## config.mk

```make
export PLATFORM = sky130hd
export DESIGN_NAME = bgcc_front
export DESIGN_NICKNAME = d
export VERILOG_FILES = /design/src/hdl/binary_grid_component_counter_core_assert.svh /design/src/hdl/bgcc_pkg.sv /design/src/hdl/bgcc_front.sv
export SDC_FILE = /design/constraint.sdc
export NUM_CORES = 1
export LEC_CHECK = 0
export ABC_CLOCK_PERIOD_IN_PS = 1500
export BUFFER_PORTS_ARGS = -buffer_cell sky130_fd_sc_hd__buf_2
export CAP_MARGIN = 20
export CELL_PAD_IN_SITES_DETAIL_PLACEMENT = 0
export CELL_PAD_IN_SITES_GLOBAL_PLACEMENT = 1
export CORE_UTILIZATION = 30
export CTS_CLUSTER_DIAMETER = 120
export DETAILED_ROUTE_END_ITERATION = 10
export PLACE_DENSITY_LB_ADDON = 0.1
export SETUP_SLACK_MARGIN = 0.4
export SYNTH_ARGS = -nofsm -noshare
export SYNTH_HDL_FRONTEND = slang
export SYNTH_SLANG_ARGS = --single-unit
```

## constraint.sdc

```tcl
create_clock -name clk -period 1.5 [get_ports clk]
set_input_delay 0.075 -clock clk [delete_from_list [all_inputs] [get_ports clk]]
set_output_delay 0.075 -clock clk [all_outputs]
set_load 0.01 [all_outputs]
```

## src/hdl/binary_grid_component_counter_core_assert.svh

```systemverilog
`ifndef BINARY_GRID_COMPONENT_COUNTER_CORE_ASSERT_SVH
`define BINARY_GRID_COMPONENT_COUNTER_CORE_ASSERT_SVH

// Same-cycle implication, checked on every rising edge outside reset.
`define BGCC_ASSERT_SAME(label, clk, rst_n, ante, cons, msg) \
    label: assert property (@(posedge clk) disable iff (!rst_n) (ante) |-> (cons)) \
        else $error(msg);

// Next-cycle implication, checked on every rising edge outside reset.
`define BGCC_ASSERT_NEXT(label, clk, rst_n, ante, cons, msg) \
    label: assert property (@(posedge clk) disable iff (!rst_n) (ante) |=> (cons)) \
        else $error(msg);

`endif

```

## src/hdl/bgcc_pkg.sv

```systemverilog
package bgcc_pkg;

    localparam int MAX_ROWS = 64;
    localparam int MAX_COLS = 64;
    localparam int GRID_CAP = MAX_ROWS * MAX_COLS;
    localparam int ADDR_W   = $clog2(GRID_CAP);
    localparam int CNT_W    = $clog2(GRID_CAP + 1);
    localparam int COL_W    = (MAX_COLS > 1) ? $clog2(MAX_COLS) : 1;
    localparam int COLS_W   = $clog2(MAX_COLS + 1);
    localparam int CFG_W    = 7;
    localparam int TALLY_W  = 12;
    localparam int STACK_W  = ADDR_W + COL_W;

    typedef struct packed {
        logic [CNT_W-1:0]  loaded;
        logic [COLS_W-1:0] cols;
    } grid_cmd_t;

    typedef struct packed {
        logic [ADDR_W-1:0] idx;
        logic [COL_W-1:0]  col;
    } stack_entry_t;

    typedef struct packed {
        logic busy;
        logic result_valid;
    } back_status_t;

    typedef enum logic [3:0] {
        B_CLEAR,
        B_IDLE,
        B_SCAN_RD,
        B_SCAN_CHK,
        B_POP_RD,
        B_POP_WAIT,
        B_NB_RD,
        B_NB_CHK,
        B_DONE
    } back_state_t;

    typedef enum logic [1:0] {
        NB_LEFT,
        NB_RIGHT,
        NB_UP,
        NB_DOWN
    } nb_dir_t;

endpackage

```

## src/hdl/bgcc_front.sv

```systemverilog
module bgcc_front
    import bgcc_pkg::*;
(
    input  logic              clk,
    input  logic              rst_n,
    input  logic              accept,
    input  logic              cell_is_land,
    input  logic              last_cell,
    input  logic [CFG_W-1:0]  cols_cfg,
    output logic              grid_we,
    output logic [ADDR_W-1:0] grid_waddr,
    output logic              grid_wdata,
    output logic              cmd_push,
    output grid_cmd_t         cmd
);

    logic [CNT_W-1:0]  loaded_reg;
    logic [CNT_W-1:0]  loaded_next;
    logic              room;
    logic [COLS_W-1:0] cols_eff;

    assign room = (loaded_reg < CNT_W'(GRID_CAP));

    always_comb
    begin
        if (cols_cfg == '0)
        begin
            cols_eff = COLS_W'(1);
        end
        else if (32'(cols_cfg) > MAX_COLS)
        begin
            cols_eff = COLS_W'(MAX_COLS);
        end
        else
        begin
            cols_eff = COLS_W'(cols_cfg);
        end
    end

    assign grid_we    = accept && room;
    assign grid_waddr = loaded_reg[ADDR_W-1:0];
    assign grid_wdata = cell_is_land;
    assign cmd_push   = accept && last_cell;
    assign cmd.loaded = room ? loaded_reg + CNT_W'(1) : loaded_reg;
    assign cmd.cols   = cols_eff;

    always_comb
    begin
        loaded_next = loaded_reg;
        if (accept)
        begin
            if (last_cell)
            begin
                loaded_next = '0;
            end
            else if (room)
            begin
                loaded_next = loaded_reg + CNT_W'(1);
            end
        end
    end

    always_ff @(posedge clk or negedge rst_n)
    begin
        if (!rst_n)
        begin
            loaded_reg <= '0;
        end
        else
        begin
            loaded_reg <= loaded_next;
        end
    end

endmodule

```

# Yosys cells after proc, flatten, opt, wreduce, memory -nomap -nowiden
# Cells that the tools add are included.
# Widths: inputs -> output; s select.
[totals]
ff_bits = 13
in_bits = 12
[classes]
addsub = 1
magnitude_cmp = 2
muxes = 4
n_reduce_logical = 3
[ops]
columns = ["cell", "count"]
rows = [
  ["$mux 13", 2],
  ["$mux 7", 2],
  ["$add 13x1->13 const B", 1],
  ["$lt 13x13->1 const B", 1],
  ["$gt 7x7->1 const B", 1],
  ["$logic_not 7->1", 1],
  ["$logic_and 1x1->1", 2],
]

# Logic depth before layout (Yosys ltp)
[logic_depth]
word_depth = 3
depth_mapped = 5
mapped_depth_nobuf = 4

# Least setup slack after synthesis
# OpenSTA, ideal clock, no wires.
[synth_timing]
path_type = "register -> register"
startpoint = "register loaded_reg[0]"
endpoint = "register loaded_reg[6]"
arrival_time_ns = 1.496
path_slack_ns = -0.122
stages_incl_launch_ff = 5
path_cell_list = "dfrtp_1 > ha_1 > nand3b_1 > or2_2 > a311o_1"
[synth_via]
elab_chain_cells = 3
word_cells_on_any_way = 4
classes_between = "1 x add/sub; 1 x order compare; 2 x mux"
[synth_rtl]
columns = ["item", "line_no", "source"]
rows = [
  ["from (decl)", "bgcc_front.sv:17", "logic [CNT_W-1:0] loaded_reg;"],
  ["from (signal assigned)", "bgcc_front.sv:71", "loaded_reg <= loaded_next;"],
  ["$add 13x1->13 or $lt 13x13->1 (tied branches)", "bgcc_front.sv:58, bgcc_front.sv:22", ""],
  ["$mux 13 (*)", "bgcc_front.sv:56", "else if (room)"],
  ["$mux 13 (*)", "bgcc_front.sv:52", "if (last_cell)"],
]
# Mark *: on every way between the ends. The rest lies on a longest branch, timed or not.
# A chain may end at the register's enable or synchronous reset.

==> run_results.csv <==
group,metric,value,unit
outcome,outcome,"finished, violations left",
outcome,violations,"negative setup slack",
final_layout,num_antenna_cells,0,
pwr,powerDensity,628,nW/um2
timing,layout_min_cycle_time,1.73,ns
floorplanning,die-area,3850,um2
cts,cts.sinks,13,
logic_synthesis,syn_area,1080,um2
worst_setup_path,reg2reg_slack,-0.09,ns
cts,cts_tree,"done",
cts,cts_root_buf,"clkbuf_4",
logic_synthesis,synth_largest_area_cell,"dfrtp_1",
timing,tightest_slew,0.385,ns
final_layout,final_cell_area,1810,um2
logic_synthesis,synth_nets,137,
final_layout,fillerInstances,304,
logic_synthesis,synth.most_common_cell,"buf_4",
routing,wl_per_cell,13.6,um
timing,fmax,578,MHz
worst_setup_path,critPathKind,"flip-flop to output port",
logic_synthesis,synth_common_cells,"buf_4 (14), dfrtp_1 (13), nor2_1 (10)",
cts,cts_buffers,3,
cts,cts_buffer_depth,2,
routing,drt.antenna.violating_nets,0,
worst_setup_path,endpoint_kind,"output port",
routing,drtIter0Drc,42,
floorplanning,die_w,62.0,um
place,portBuffers,44,
global_route,antenna_found_initial,0,
timing,rsz0062_at_grt,"yes",
logic_synthesis,synth_edf_count,0,
logic_synthesis,synth_top_area_share,30.1,%
worst_setup_path,cp_top_family,"simple AND/OR/NAND/NOR gates",
place,hpwlAfterDp,2260,um
timing,finalClockSkew,0.00116,ns
global_route,gr-usage-all-layers,18.0,%
timing,fin_tns_setup,-1.41,ns
floorplanning,rows,21,
worst_setup_path,arrival,1.65,ns
cts,insertion_delay,0.29,ns
worst_setup_path,cp_slowest_stage_delay,0.40,ns
floorplanning,die_h,62.0,um
logic_synthesis,synth_area_leaders,"dfrtp_1 (30%), buf_4 (9.7%), nor2b_1 (5.2%), xnor2_1 (4.9%), nor2_1 (3.5%)",
min_path,hp-start,"last_cell",
global_route,grt_pass1_vias,1054,
worst_setup_path,cp.required,1.42,ns
global_route,overflow,0,
pwr,total_leakage_power,0.977,nW
timing,slew_violations,0,
final_layout,finish.net_count,206,
worst_setup_path,cpMaxStageDelayCell,"or3_4",
routing,first_pass_iters,4,
routing,drc,0,
logic_synthesis,syn_area_per_cell,8.72,um2
worst_setup_path,rr_worst_depth,7,
global_route,grt_pass1_wl,4800,um
worst_setup_path,worstReg2RegStart,"loaded_reg[1]",
min_path,hold_class,"input port to flip-flop",
place,pre_cts_ws,-0.0573,ns
logic_synthesis,ys_types,43,
pwr,total_power,0.00114,W
routing,wl,3230,um
cts,htreeDepth,1,
logic_synthesis,synthCells,124,
worst_setup_path,worstSetupStartpointType,"flip-flop",
worst_setup_path,crit_fanout,5,
logic_synthesis,async_reset_ff_share,100,%
place,dpl-instance-area,1460,um2
run,cap_violations,0,
place,gp_congestion,0.859,
pwr,ir_drop,0.257,mV
timing,finalWorstSetupSlack,-0.230,ns
logic_synthesis,ys_seq_area_share,30.1,%
timing,relSlewSlack,74.3,%
timing,post-route-period-util,115,%
cts,cts.clk_slew.worst_paths,0.09,ns
min_path,hold_end,"loaded_reg[12]",
global_route,grt_max_degree,14,
logic_synthesis,ys.flop_type,"dfrtp_1",
logic_synthesis,ys_seq_elements,13,
floorplanning,ios,47,
floorplanning,initial_core_util,31.9,%
worst_setup_path,r2r-end,"loaded_reg[8]",
final_layout,largest_register_ffs,13,
timing,finalSetupViolCount,12,
routing,viasPerCell,4.97,
routing,routed-via-count,1183,
worst_setup_path,path_buf_inv,1,
final_layout,final_util,53.5,%
worst_setup_path,path_cells,"ha_4, nand3b_1, or3_4, xnor2_2, buf_2",
floorplanning,coreArea,3390,um2
logic_synthesis,yosysWarnings,0,
final_layout,drive_above_1_share,61.5,%
timing,hold_viol_final,0,
min_path,holdPathStages,2,
final_layout,area_growth,67.8,%
## per-layer routing
| layer | vias to the layer above | wire, um | global-route usage [%] |
|---|---|---|---|
| met1 | 576 | 1440 | 21.7 |
| met3 | 5 | 138 | 3.11 |
| li1 | 568 | - | - |
| met2 | 34 | 1610 | 31.3 |
| met5 | - | 0 | 0 |
| met4 | 0 | 44 | 7.62 |
## placed cells by master, fill, tap and decap left out, types with 2 or more instances in the layout
master / count
buf_4: 25
nor2_1: 8
xor2_1: 2
nand2_1: 5
dfrtp_1: 7
inv_1: 3
a21oi_1: 2
nor4_2: 2
xnor2_1: 3
a211o_1: 3
dfrtp_2: 6
xor2_2: 2
xnor2_2: 2
nor3_1: 3
a22o_1: 3
clkbuf_4: 3
nor2b_1: 9
buf_6: 20
or3_4: 2
nand3_1: 6
nor3_4: 2
o21ai_2: 3
buf_2: 38
o311a_1: 3
nor2_2: 2
## per-stage QoR
stage	std cells	hold slack (ns)
CTS	225	0.0640
floorplan	124	-0.221
finish	238	0.0790
detailed placement	211	-0.00681
global placement	211	-0.00268
global route	238	0.0663
## how the worst max path moves through the flow
stage                           to  slack, ns  cells past startpoint      startpoint
floorplan           loaded_reg[11]       0.06                      4  loaded_reg[12]
detailed placement   loaded_reg[8]      -0.06                      4   loaded_reg[1]
global placement     loaded_reg[8]       0.02                      4   loaded_reg[1]
global route               cmd[18]      -0.31                      5   loaded_reg[3]
finish                     cmd[15]      -0.23                      5   loaded_reg[1]
CTS                        cmd[15]      -0.24                      5   loaded_reg[1]
## timing repair
| action | CTS | global route |
|---|---|---|
| buffers inserted | 9 | 13 |
| endpoints found under the hold margin | 13 | 0 |
| resized for setup | 20 | 18 |
| hold buffers | 1 | 0 |
| pin swaps | 7 | 4 |
| setup endpoints to repair | 32 | 35 |
## power breakdown
part	internal, W	total (W)	switching, W	leakage (nW)
Sequential	0.000383	0.000421	0.0000380	0.169
Clock	0.000104	0.000236	0.000132	0.0150
Combinational	0.000262	0.000482	0.000220	0.793
## layout make-up
| cell class | count | area (um2) | area share, % |
|---|---|---|---|
| multi-input combinational | 86 | 763 | 42.1 |
| tap | 46 | 57.6 | 3.17 |
| clock buffer | 4 | 26.3 | 1.45 |
| sequential | 13 | 333 | 18.3 |
| timing repair buffer | 84 | 613 | 33.8 |
| inverter | 5 | 21.3 | 1.17 |
## logic make-up (layout without fill, tap and decap cells)
logic type                 Yosys count  after routing  share of synthesized area [%]
AOI/OAI and AO/OA                   23             23                           16.7
DFF                                 13             13                           30.1
adders and majority gates            1              1                           1.16
and+or+nand+nor                     51             51                           28.4
xor gates and xnor gates            10             10                           8.10
buffers and inverters               25             93                           14.6
muxes                                1              1                           1.04
(Power assumes the default switching activity.)
