File: config.mk
export PLATFORM = sky130hd
export DESIGN_NAME = bgcc_cmd_queue
export DESIGN_NICKNAME = d
export VERILOG_FILES = /design/src/hdl/binary_grid_component_counter_core_assert.svh /design/src/hdl/bgcc_pkg.sv /design/src/hdl/bgcc_cmd_queue.sv
export SDC_FILE = /design/constraint.sdc
export NUM_CORES = 1
export LEC_CHECK = 0
export BUFFER_PORTS_ARGS = -buffer_cell sky130_fd_sc_hd__clkbuf_2
export CELL_PAD_IN_SITES_DETAIL_PLACEMENT = 1
export CELL_PAD_IN_SITES_GLOBAL_PLACEMENT = 2
export CORE_UTILIZATION = 35
export CTS_BUF_LIST = sky130_fd_sc_hd__clkbuf_4 sky130_fd_sc_hd__clkbuf_8
export CTS_CLUSTER_DIAMETER = 30
export CTS_CLUSTER_SIZE = 10
export DETAILED_ROUTE_END_ITERATION = 8
export PLACE_DENSITY = 0.76
export SYNTH_ARGS = -nofsm -noshare
export SYNTH_HDL_FRONTEND = slang
export SYNTH_SLANG_ARGS = --single-unit
File: constraint.sdc
create_clock -name clk -period 4.6 [get_ports clk]
set_clock_uncertainty 0.1 [all_clocks]
set_input_delay 0.92 -clock clk [delete_from_list [all_inputs] [get_ports clk]]
set_output_delay 0.92 -clock clk [all_outputs]
set_load 0.005 [all_outputs]
File: src/hdl/binary_grid_component_counter_core_assert.svh
`ifndef BINARY_GRID_COMPONENT_COUNTER_CORE_ASSERT_SVH
`define BINARY_GRID_COMPONENT_COUNTER_CORE_ASSERT_SVH

// Same-cycle implication, checked on every rising edge outside reset.
`define BGCC_ASSERT_SAME(label, clk, rst_n, ante, cons, msg) \
    label: assert property (@(posedge clk) disable iff (!rst_n) (ante) |-> (cons)) \
        else $error(msg);

// Next-cycle implication, checked on every rising edge outside reset.
`define BGCC_ASSERT_NEXT(label, clk, rst_n, ante, cons, msg) \
    label: assert property (@(posedge clk) disable iff (!rst_n) (ante) |=> (cons)) \
        else $error(msg);

`endif

File: src/hdl/bgcc_pkg.sv
package bgcc_pkg;

    localparam int MAX_ROWS = 64;
    localparam int MAX_COLS = 64;
    localparam int GRID_CAP = MAX_ROWS * MAX_COLS;
    localparam int ADDR_W   = $clog2(GRID_CAP);
    localparam int CNT_W    = $clog2(GRID_CAP + 1);
    localparam int COL_W    = (MAX_COLS > 1) ? $clog2(MAX_COLS) : 1;
    localparam int COLS_W   = $clog2(MAX_COLS + 1);
    localparam int CFG_W    = 7;
    localparam int TALLY_W  = 12;
    localparam int STACK_W  = ADDR_W + COL_W;

    typedef struct packed {
        logic [CNT_W-1:0]  loaded;
        logic [COLS_W-1:0] cols;
    } grid_cmd_t;

    typedef struct packed {
        logic [ADDR_W-1:0] idx;
        logic [COL_W-1:0]  col;
    } stack_entry_t;

    typedef struct packed {
        logic busy;
        logic result_valid;
    } back_status_t;

    typedef enum logic [3:0] {
        B_CLEAR,
        B_IDLE,
        B_SCAN_RD,
        B_SCAN_CHK,
        B_POP_RD,
        B_POP_WAIT,
        B_NB_RD,
        B_NB_CHK,
        B_DONE
    } back_state_t;

    typedef enum logic [1:0] {
        NB_LEFT,
        NB_RIGHT,
        NB_UP,
        NB_DOWN
    } nb_dir_t;

endpackage

File: src/hdl/bgcc_cmd_queue.sv
module bgcc_cmd_queue
    import bgcc_pkg::*;
(
    input  logic      clk,
    input  logic      rst_n,
    input  logic      push,
    input  grid_cmd_t push_data,
    input  logic      pop,
    output grid_cmd_t pop_data,
    output logic      empty
);

    grid_cmd_t slot_reg [2];
    logic      wr_ptr_reg;
    logic      wr_ptr_next;
    logic      rd_ptr_reg;
    logic      rd_ptr_next;
    logic [1:0] fill_reg;
    logic [1:0] fill_next;
    logic      do_push;
    logic      do_pop;

    assign empty    = (fill_reg == 2'd0);
    assign do_push  = push && (fill_reg != 2'd2);
    assign do_pop   = pop && !empty;
    assign pop_data = slot_reg[rd_ptr_reg];

    always_comb
    begin
        wr_ptr_next = do_push ? !wr_ptr_reg : wr_ptr_reg;
        rd_ptr_next = do_pop ? !rd_ptr_reg : rd_ptr_reg;
        fill_next   = fill_reg;
        if (do_push && !do_pop)
        begin
            fill_next = fill_reg + 2'd1;
        end
        else if (do_pop && !do_push)
        begin
            fill_next = fill_reg - 2'd1;
        end
    end

    always_ff @(posedge clk)
    begin
        if (do_push)
        begin
            slot_reg[wr_ptr_reg] <= push_data;
        end
    end

    always_ff @(posedge clk or negedge rst_n)
    begin
        if (!rst_n)
        begin
            wr_ptr_reg <= 1'b0;
            rd_ptr_reg <= 1'b0;
            fill_reg   <= 2'd0;
        end
        else
        begin
            wr_ptr_reg <= wr_ptr_next;
            rd_ptr_reg <= rd_ptr_next;
            fill_reg   <= fill_next;
        end
    end

endmodule

== Yosys cells after proc, flatten, opt, wreduce, memory -nomap -nowiden ==
Memories as Yosys holds them, arrays and structs flattened.
Cells that the tools add are included.
Storage, ports and cells
  bits in registers: 4
  bits in writable memories: 40
  output and inout port bits: 21
  memories: 1
Operators by class
  add/subtract/negate cells: 2
  equal/unequal tests: 1
  multiplexer cells: 4
  reductions and logical operators: 11
Memory list
  slot_reg: words 2, width 20, read ports 1, clocked after memory_dff 0, write ports 1, line bgcc_cmd_queue.sv:13  | grid_cmd_t slot_reg [2];
Operator list (number)
  zero test 1 bit: 5
  logical AND 1 bit: 4
  two-way mux 2 bit: 2
  adder 2 x 1 -> 2 bit, second input constant: 1
  zero test 2 bit: 1
  two-way mux 1 bit: 2
  != test 2 bit, second input constant: 1
  nonzero test 2 bit: 1
  subtractor 2 x 1 -> 2 bit, second input constant: 1

== Logic depth before layout (Yosys ltp) ==
Gate-level depths: netlist of run 1.
  word-level depth: 6
  depth in mapped cells: 7
  gate-level depth less buffers: 7

== Worst setup path after synthesis of run 1 ==
No wires, ideal clock.
  path type: input to register
  start point: in push
  end point: mem slot_reg[1][0] (netlist name), enable pin
  library setup time: 397 ps
  arrival time: 1858 ps
  data required time: 4103 ps
  path slack: 2245 ps
  stages: 2
  path buffers: 0
  cell sequence: o21ai_2 > nor2_1
Between the ends
  cells in the longest elaborated chain, start to end: 3
Ends and longest elaborated chain
  start: declaration: line bgcc_cmd_queue.sv:6  | input logic push,
  logical AND 1 bit: line bgcc_cmd_queue.sv:24  | assign do_push = push && (fill_reg != 2'd2);
  two-way mux 1 bit: line bgcc_cmd_queue.sv:45  | if (do_push)
  two-way mux 1 bit (not written as such): line bgcc_cmd_queue.sv:47  | slot_reg[wr_ptr_reg] <= push_data;
  end: declaration: line bgcc_cmd_queue.sv:13
Every way passes these cells.

==> results of run 1 <==
[kinds of logic after synthesis]
kind of cell | count (synthesis) | share of synthesized area, %
AOI/OAI and AO/OA | 2 | 0.843
xor gates and xnor gates | 5 | 2.68
adders and majority gates | 1 | 0.766
buffers and inverters | 5 | 1.30
DFF | 44 | 79.7
muxes | 20 | 13.8
and+or+nand+nor | 4 | 0.919
[layer usage]
metal	GRT usage, %	share of wire (%)	vias to the layer above
li1	-	-	402
met5	0	0	-
met2	21.7	52	30
met4	4.67	0.65	0
met1	15.1	42	423
met3	4.76	5.8	2
[placed cells by master, fill, tap and decap left out]
| master | n |
|---|---|
| ha_1 | 1 |
| mux2_1 | 20 |
| xnor2_1 | 4 |
| clkbuf_4 | 1 |
| clkbuf_8 | 5 |
| bufinv_16 | 1 |
| inv_2 | 1 |
| dfrtp_1 | 4 |
| xor2_1 | 1 |
| clkinv_2 | 1 |
| o21ai_1 | 1 |
| edfxtp_1 | 40 |
| nor2_1 | 2 |
| clkbuf_2 | 44 |
| o21ai_2 | 1 |
| inv_1 | 2 |
| nor2_2 | 2 |
[per-stage QoR]
stage | cells | utilization [%] | area [um^2] | power (uW) | hold slack [ns]
2_1_floorplan | 81 | - | 1630 | 796 | 0.368
3_3_place_gp | 175 | 43.3 | 1910 | 929 | 0.399
3_5_place_dp | 175 | 43.3 | 1910 | 943 | 0.417
4_1_cts | 183 | 45.9 | 2020 | 1240 | 0.317
5_1_grt | 183 | 45.9 | 2020 | 1290 | 0.318
6_report | 183 | 45.9 | 2020 | 1220 | 0.324
[worst paths after layout]
path | cells past startpoint | endpoint
setup / recovery | 2 | pop_data[0]
hold / removal | 1 | fill_reg[1]
setup reg to reg | 2 | slot_reg[1][12]
hold reg to reg | 1 | wr_ptr_reg
max in group asynchronous | 1 | wr_ptr_reg
min in group clk | 1 | wr_ptr_reg
[cell usage after synthesis]
cell	count	area share [%]
xor2_1	1	0.54
o21ai_2	1	0.54
xnor2_1	4	2.1
nor2_1	4	0.92
ha_1	1	0.77
buf_2	2	0.61
inv_1	2	0.46
dfrtp_1	4	6.1
edfxtp_1	40	74
inv_2	1	0.23
mux2_1	20	14
o21ai_1	1	0.31
[final cells by class]
| class | count | area [um^2] |
|---|---|---|
| clock inverter | 2 | 35.0 |
| fill | 443 | 2390 |
| inverter | 3 | 11.3 |
| multi-input combinational | 32 | 315 |
| clock buffer | 6 | 76.3 |
| sequential | 44 | 1300 |
| tap | 52 | 65.1 |
| timing repair buffer | 44 | 220 |
[where the power goes]
group          internal, uW  switching (uW)
registers               552            72.1
clock network           167             125
logic                   153             146
total                   872             343
[critical path: stages (launching register included)]
cell and delay (ns):
dfrtp_1 0.96, mux2_1 0.40, clkbuf_2 0.12
==> reports/metrics.csv, run 1 <==
stage;metric;value;unit
status;status;completed;
critical_path;startpoint;rd_ptr_reg;
yosys;netlist_area;1630;um^2
drt;routedWlPerCell;16.1;um
timing;slew_headroom;28.1;%
floorplanning;die_w;70.3;um
final_layout;nets;155;
worst_hold_path;min_path_type;in2async;
critical_path;cp-end-kind;output port;
critical_path;worst_setup_path_start_kind;register;
floorplanning;fp.dieH;70.3;um
grt;grt_pass1_vias;975;
timing;hold_viol;0;
yosys;ys_ff_latch;44;
timing;slew_violations;0;
yosys;ys_warn_count;0;
clocking;cts_tree;done;
placement;gp_congestion;0.678;
clocking;insertion_delay;0.29;ns
drt;vias;857;
drt;routed_via_density;4.68;
grt;antenna_found_initial;0;
yosys;ys_types;12;
grt;grt_pass1_wl;4730;um
clocking;holdBufCountCts;0;
timing;setup_violations;0;
clocking;cts_buffers;5;
clocking;htree_levels;2;
critical_path;reg2reg_slack;2.69;ns
floorplanning;dieArea;4940;um^2
critical_path;cp.required;3.58;ns
grt;grt_overflow;0;
yosys;ys_seq_area_share;79.7;%
job;maxCapViolCount;0;
clocking;clock-sinks;44;
placement;port_buffers;44;
critical_path;reg2reg_from;fill_reg[0];
final_layout;largest_reg_flops;40;
final_layout;antennaDiodeCount;0;
critical_path;path_max_fanout;21;
drt;antenna_left;0;
timing;worst_slack;1.80;ns
placement;hpwl;1990;um
power;power_density;600;nW/um^2
clocking;clk_path_buf_depth;2;
drt;drc;0;
floorplanning;core;4410;um^2
timing;post-route-period-util;60.9;%
timing;post-route-min-period;2.80;ns
grt;grt_start_max_net_pins;22;
yosys;syn_avg_cell_area;20.2;um^2
drt;drtIter0Drc;41;
power;p_leak;0.000788;uW
clocking;cts_root_buf;clkbuf_8;
timing;finalSetupTns;0;ns
floorplanning;start_util;37.0;%
clocking;cts_setup_buffers;0;
final_layout;final_layout_size_suffix_gt1_share;42.7;%
clocking;cts_resized;0;
timing;fmax;357;MHz
critical_path;arrival;1.78;ns
drt;drt-total-wl;2940;um
grt;gr-usage-all-layers;12.9;%
final_layout;syn2layout_area_growth;24.0;%
floorplanning;io_pins;45;
yosys;syn_inst;81;
timing;rsz0062_at_grt;false;
drt;dr.pass1.iters;2;
critical_path;criticalPathCategory;reg2out;
timing;worst_pin_slew;1.08;ns
power;vdd_drop_max;0.199;mV
yosys;syn_nets;106;
clocking;path_clk_slew;0.08;ns
placement;dp_worst_setup_slack;2.06;ns
floorplanning;rows;24;
Note: power is estimated with default switching activity, not from simulation.
==> run 2: changes to the inputs <==
==> constraint.sdc (replaced) <==
create_clock -name clk -period 2.6 [get_ports clk]
set_clock_uncertainty 0.1 [all_clocks]
set_input_delay 0.52 -clock clk [delete_from_list [all_inputs] [get_ports clk]]
set_output_delay 0.52 -clock clk [all_outputs]
set_load 0.005 [all_outputs]
==> run 2 against run 1 <==
Compared with the run above: sequential power up 67%; register-to-register slack worse by 1.7 ns; sequential share of layout area decreased by 0.51 points; routed wire length fell by 1.0%; setup slack lost 1.1 ns.
==> reports/metrics.csv, run 2 (same netlist as run 1, synthesis figures left out) <==
stage;metric;value;unit;change
timing;post-route-min-period;1.93;ns;
final_layout;final_cell_mix;clkbuf_2 (44), edfxtp_1 (40), mux2_1 (20);;unchanged
final_layout;syn2layout_area_growth;25.0;%;was 24.0%
floorplanning;die_w;70.3;um;unchanged
placement;port_buffers;44;;unchanged
final_layout;layout_commonest_cell;clkbuf_2;;unchanged
clocking;cts_resized;0;;unchanged
power;vdd_drop_max;0.416;mV;was 0.199 mV
clocking;clock-sinks;44;;unchanged
final_layout;multiInputGateArea;315;um^2;unchanged
floorplanning;io_pins;45;;unchanged
timing;hold_viol;0;;unchanged
critical_path;arrival;1.31;ns;was 1.78 ns
timing;slew_headroom;81.4;%;was 28.1%
final_layout;antennaDiodeCount;0;;unchanged
clocking;cts_root_buf;clkbuf_8;;unchanged
critical_path;criticalPathCategory;reg2out;;unchanged
critical_path;cp-end-kind;output port;;unchanged
timing;finalSetupTns;0;ns;unchanged
drt;dr.pass1.iters;4;;was 2
critical_path;path_max_fanout;10;;was 21
floorplanning;rows;24;;unchanged
drt;antenna_left;0;;unchanged
grt;antenna_found_initial;0;;unchanged
floorplanning;core;4410;um^2;unchanged
final_layout;final_layout_size_suffix_gt1_share;43.4;%;was 42.7%
drt;drc;0;;unchanged
final_layout;largest_reg_flops;40;;unchanged
grt;grt_overflow;0;;unchanged
timing;setup_violations;0;;unchanged
floorplanning;start_util;37.0;%;unchanged
final_layout;ff_latch_area;1300;um^2;unchanged
drt;drtIter0Drc;38;;was 41
critical_path;cp.required;1.98;ns;was 3.58 ns
timing;hold_ws;0.322;ns;was 0.324 ns
placement;gp_congestion;0.682;;was 0.678
clocking;htree_levels;2;;unchanged
power;p_leak;0.000801;uW;was 0.000788 uW
drt;vias;854;;was 857
power;power_density;1020;nW/um^2;was 600 nW/um^2
critical_path;reg2reg_slack;0.98;ns;was 2.69 ns
placement;dpl-instance-area;1940;um^2;was 1910 um^2
floorplanning;fp.dieH;70.3;um;unchanged
grt;gr-usage-all-layers;13.0;%;was 12.9%
status;status;completed;;unchanged
clocking;clk_path_buf_depth;2;;unchanged
clocking;insertion_delay;0.28;ns;was 0.29 ns
clocking;path_clk_slew;0.08;ns;about the same
final_layout;fin_cells;188;;was 183
job;maxCapViolCount;0;;unchanged
drt;routed_via_density;4.54;;was 4.68
grt;grt_pass1_vias;977;;was 975
drt;drt-total-wl;2910;um;was 2940 um
timing;slew_violations;0;;unchanged
placement;hpwl;2090;um;was 1990 um
timing;worst_pin_slew;0.278;ns;was 1.08 ns
grt;grt_pass1_wl;4750;um;was 4730 um
final_layout;nets;160;;was 155
final_layout;nFillCells;452;;was 443
worst_hold_path;min_path_type;in2reg;;was in2async
timing;fmax;518;MHz;
timing;rsz0062_at_grt;false;;unchanged
drt;routedWlPerCell;15.5;um;was 16.1 um
floorplanning;dieArea;4940;um^2;unchanged
clocking;cts_buffers;5;;unchanged
final_layout;final_cell_area;2040;um^2;was 2020 um^2
critical_path;worst_setup_path_start_kind;register;;unchanged
grt;grt_start_max_net_pins;21;;was 22
placement;placed_cells;179;;was 175
clocking;cts_tree;done;;unchanged
timing;post-route-period-util;74.3;%;
[run 2: changes by cell type in the layout (fill, tap and decap cells not counted), sizes merged]
cell and delta:
dlygate4sd3 +1, bufinv -1, clkbuf +1, buf +4
[run 2: power by group]
part / leakage, uW / switching (uW) / internal (uW)
Sequential: 0.000418 / 64.3 / 974
Clock: 0.0000467 / 210 / 208
Combinational: 0.000336 / 327 / 304
Total: 0.000801 / 602 / 1490
[run 2: final timing paths]
kind / start / to / cells past startpoint
setup reg to reg: fill_reg[0] / fill_reg[1] / 6
hold reg to reg: wr_ptr_reg / wr_ptr_reg / 1
min in group asynchronous: rst_n / rd_ptr_reg / 2
setup / recovery: rd_ptr_reg / pop_data[12] / 3
hold / removal: push_data[14] / slot_reg[0][14] / 1
max in group asynchronous: rst_n / wr_ptr_reg / 2
[run 2: area by class of cell]
cell class	instances	share of cell area, %
multi-input cells	32	15.5
repair buffers	49	12.8
inverters	3	0.552
clock inverters	1	0.184
clock buffers	7	4.11
well taps	52	3.19
flip-flops and latches	44	63.8
[run 2: stage by stage]
step | power (uW) | setup slack, ns | utilization, %
after floorplan | 1410 | 0.645 | -
after global placement | 1680 | 0.976 | 44.0
after detailed placement | 1710 | 0.969 | 44.0
after CTS | 2130 | 0.638 | 46.2
after global routing | 2230 | 0.583 | 46.2
final | 2090 | 0.669 | 46.2
[run 2: metal layers]
| metal | track usage, % | vias to the layer above | routed length [um] |
|---|---|---|---|
| li1 | - | 412 | - |
| met5 | 0 | - | 0 |
| met3 | 5.34 | 2 | 177 |
| met4 | 3.33 | 0 | 7 |
| met1 | 15.5 | 410 | 1230 |
| met2 | 21.6 | 30 | 1490 |
[run 2: what timing repair did]
| action | 4_1_cts | 5_1_grt |
|---|---|---|
| setup buffers | 0 | 0 |
| endpoints found under the hold margin | 4 | 0 |
| hold buffers | 1 | 0 |
[run 2: critical path, cell delays in order, from the launching register on]
cell      delay [ns]
dfrtp_1         0.38
buf_4           0.19
mux2_1          0.34
clkbuf_2        0.12
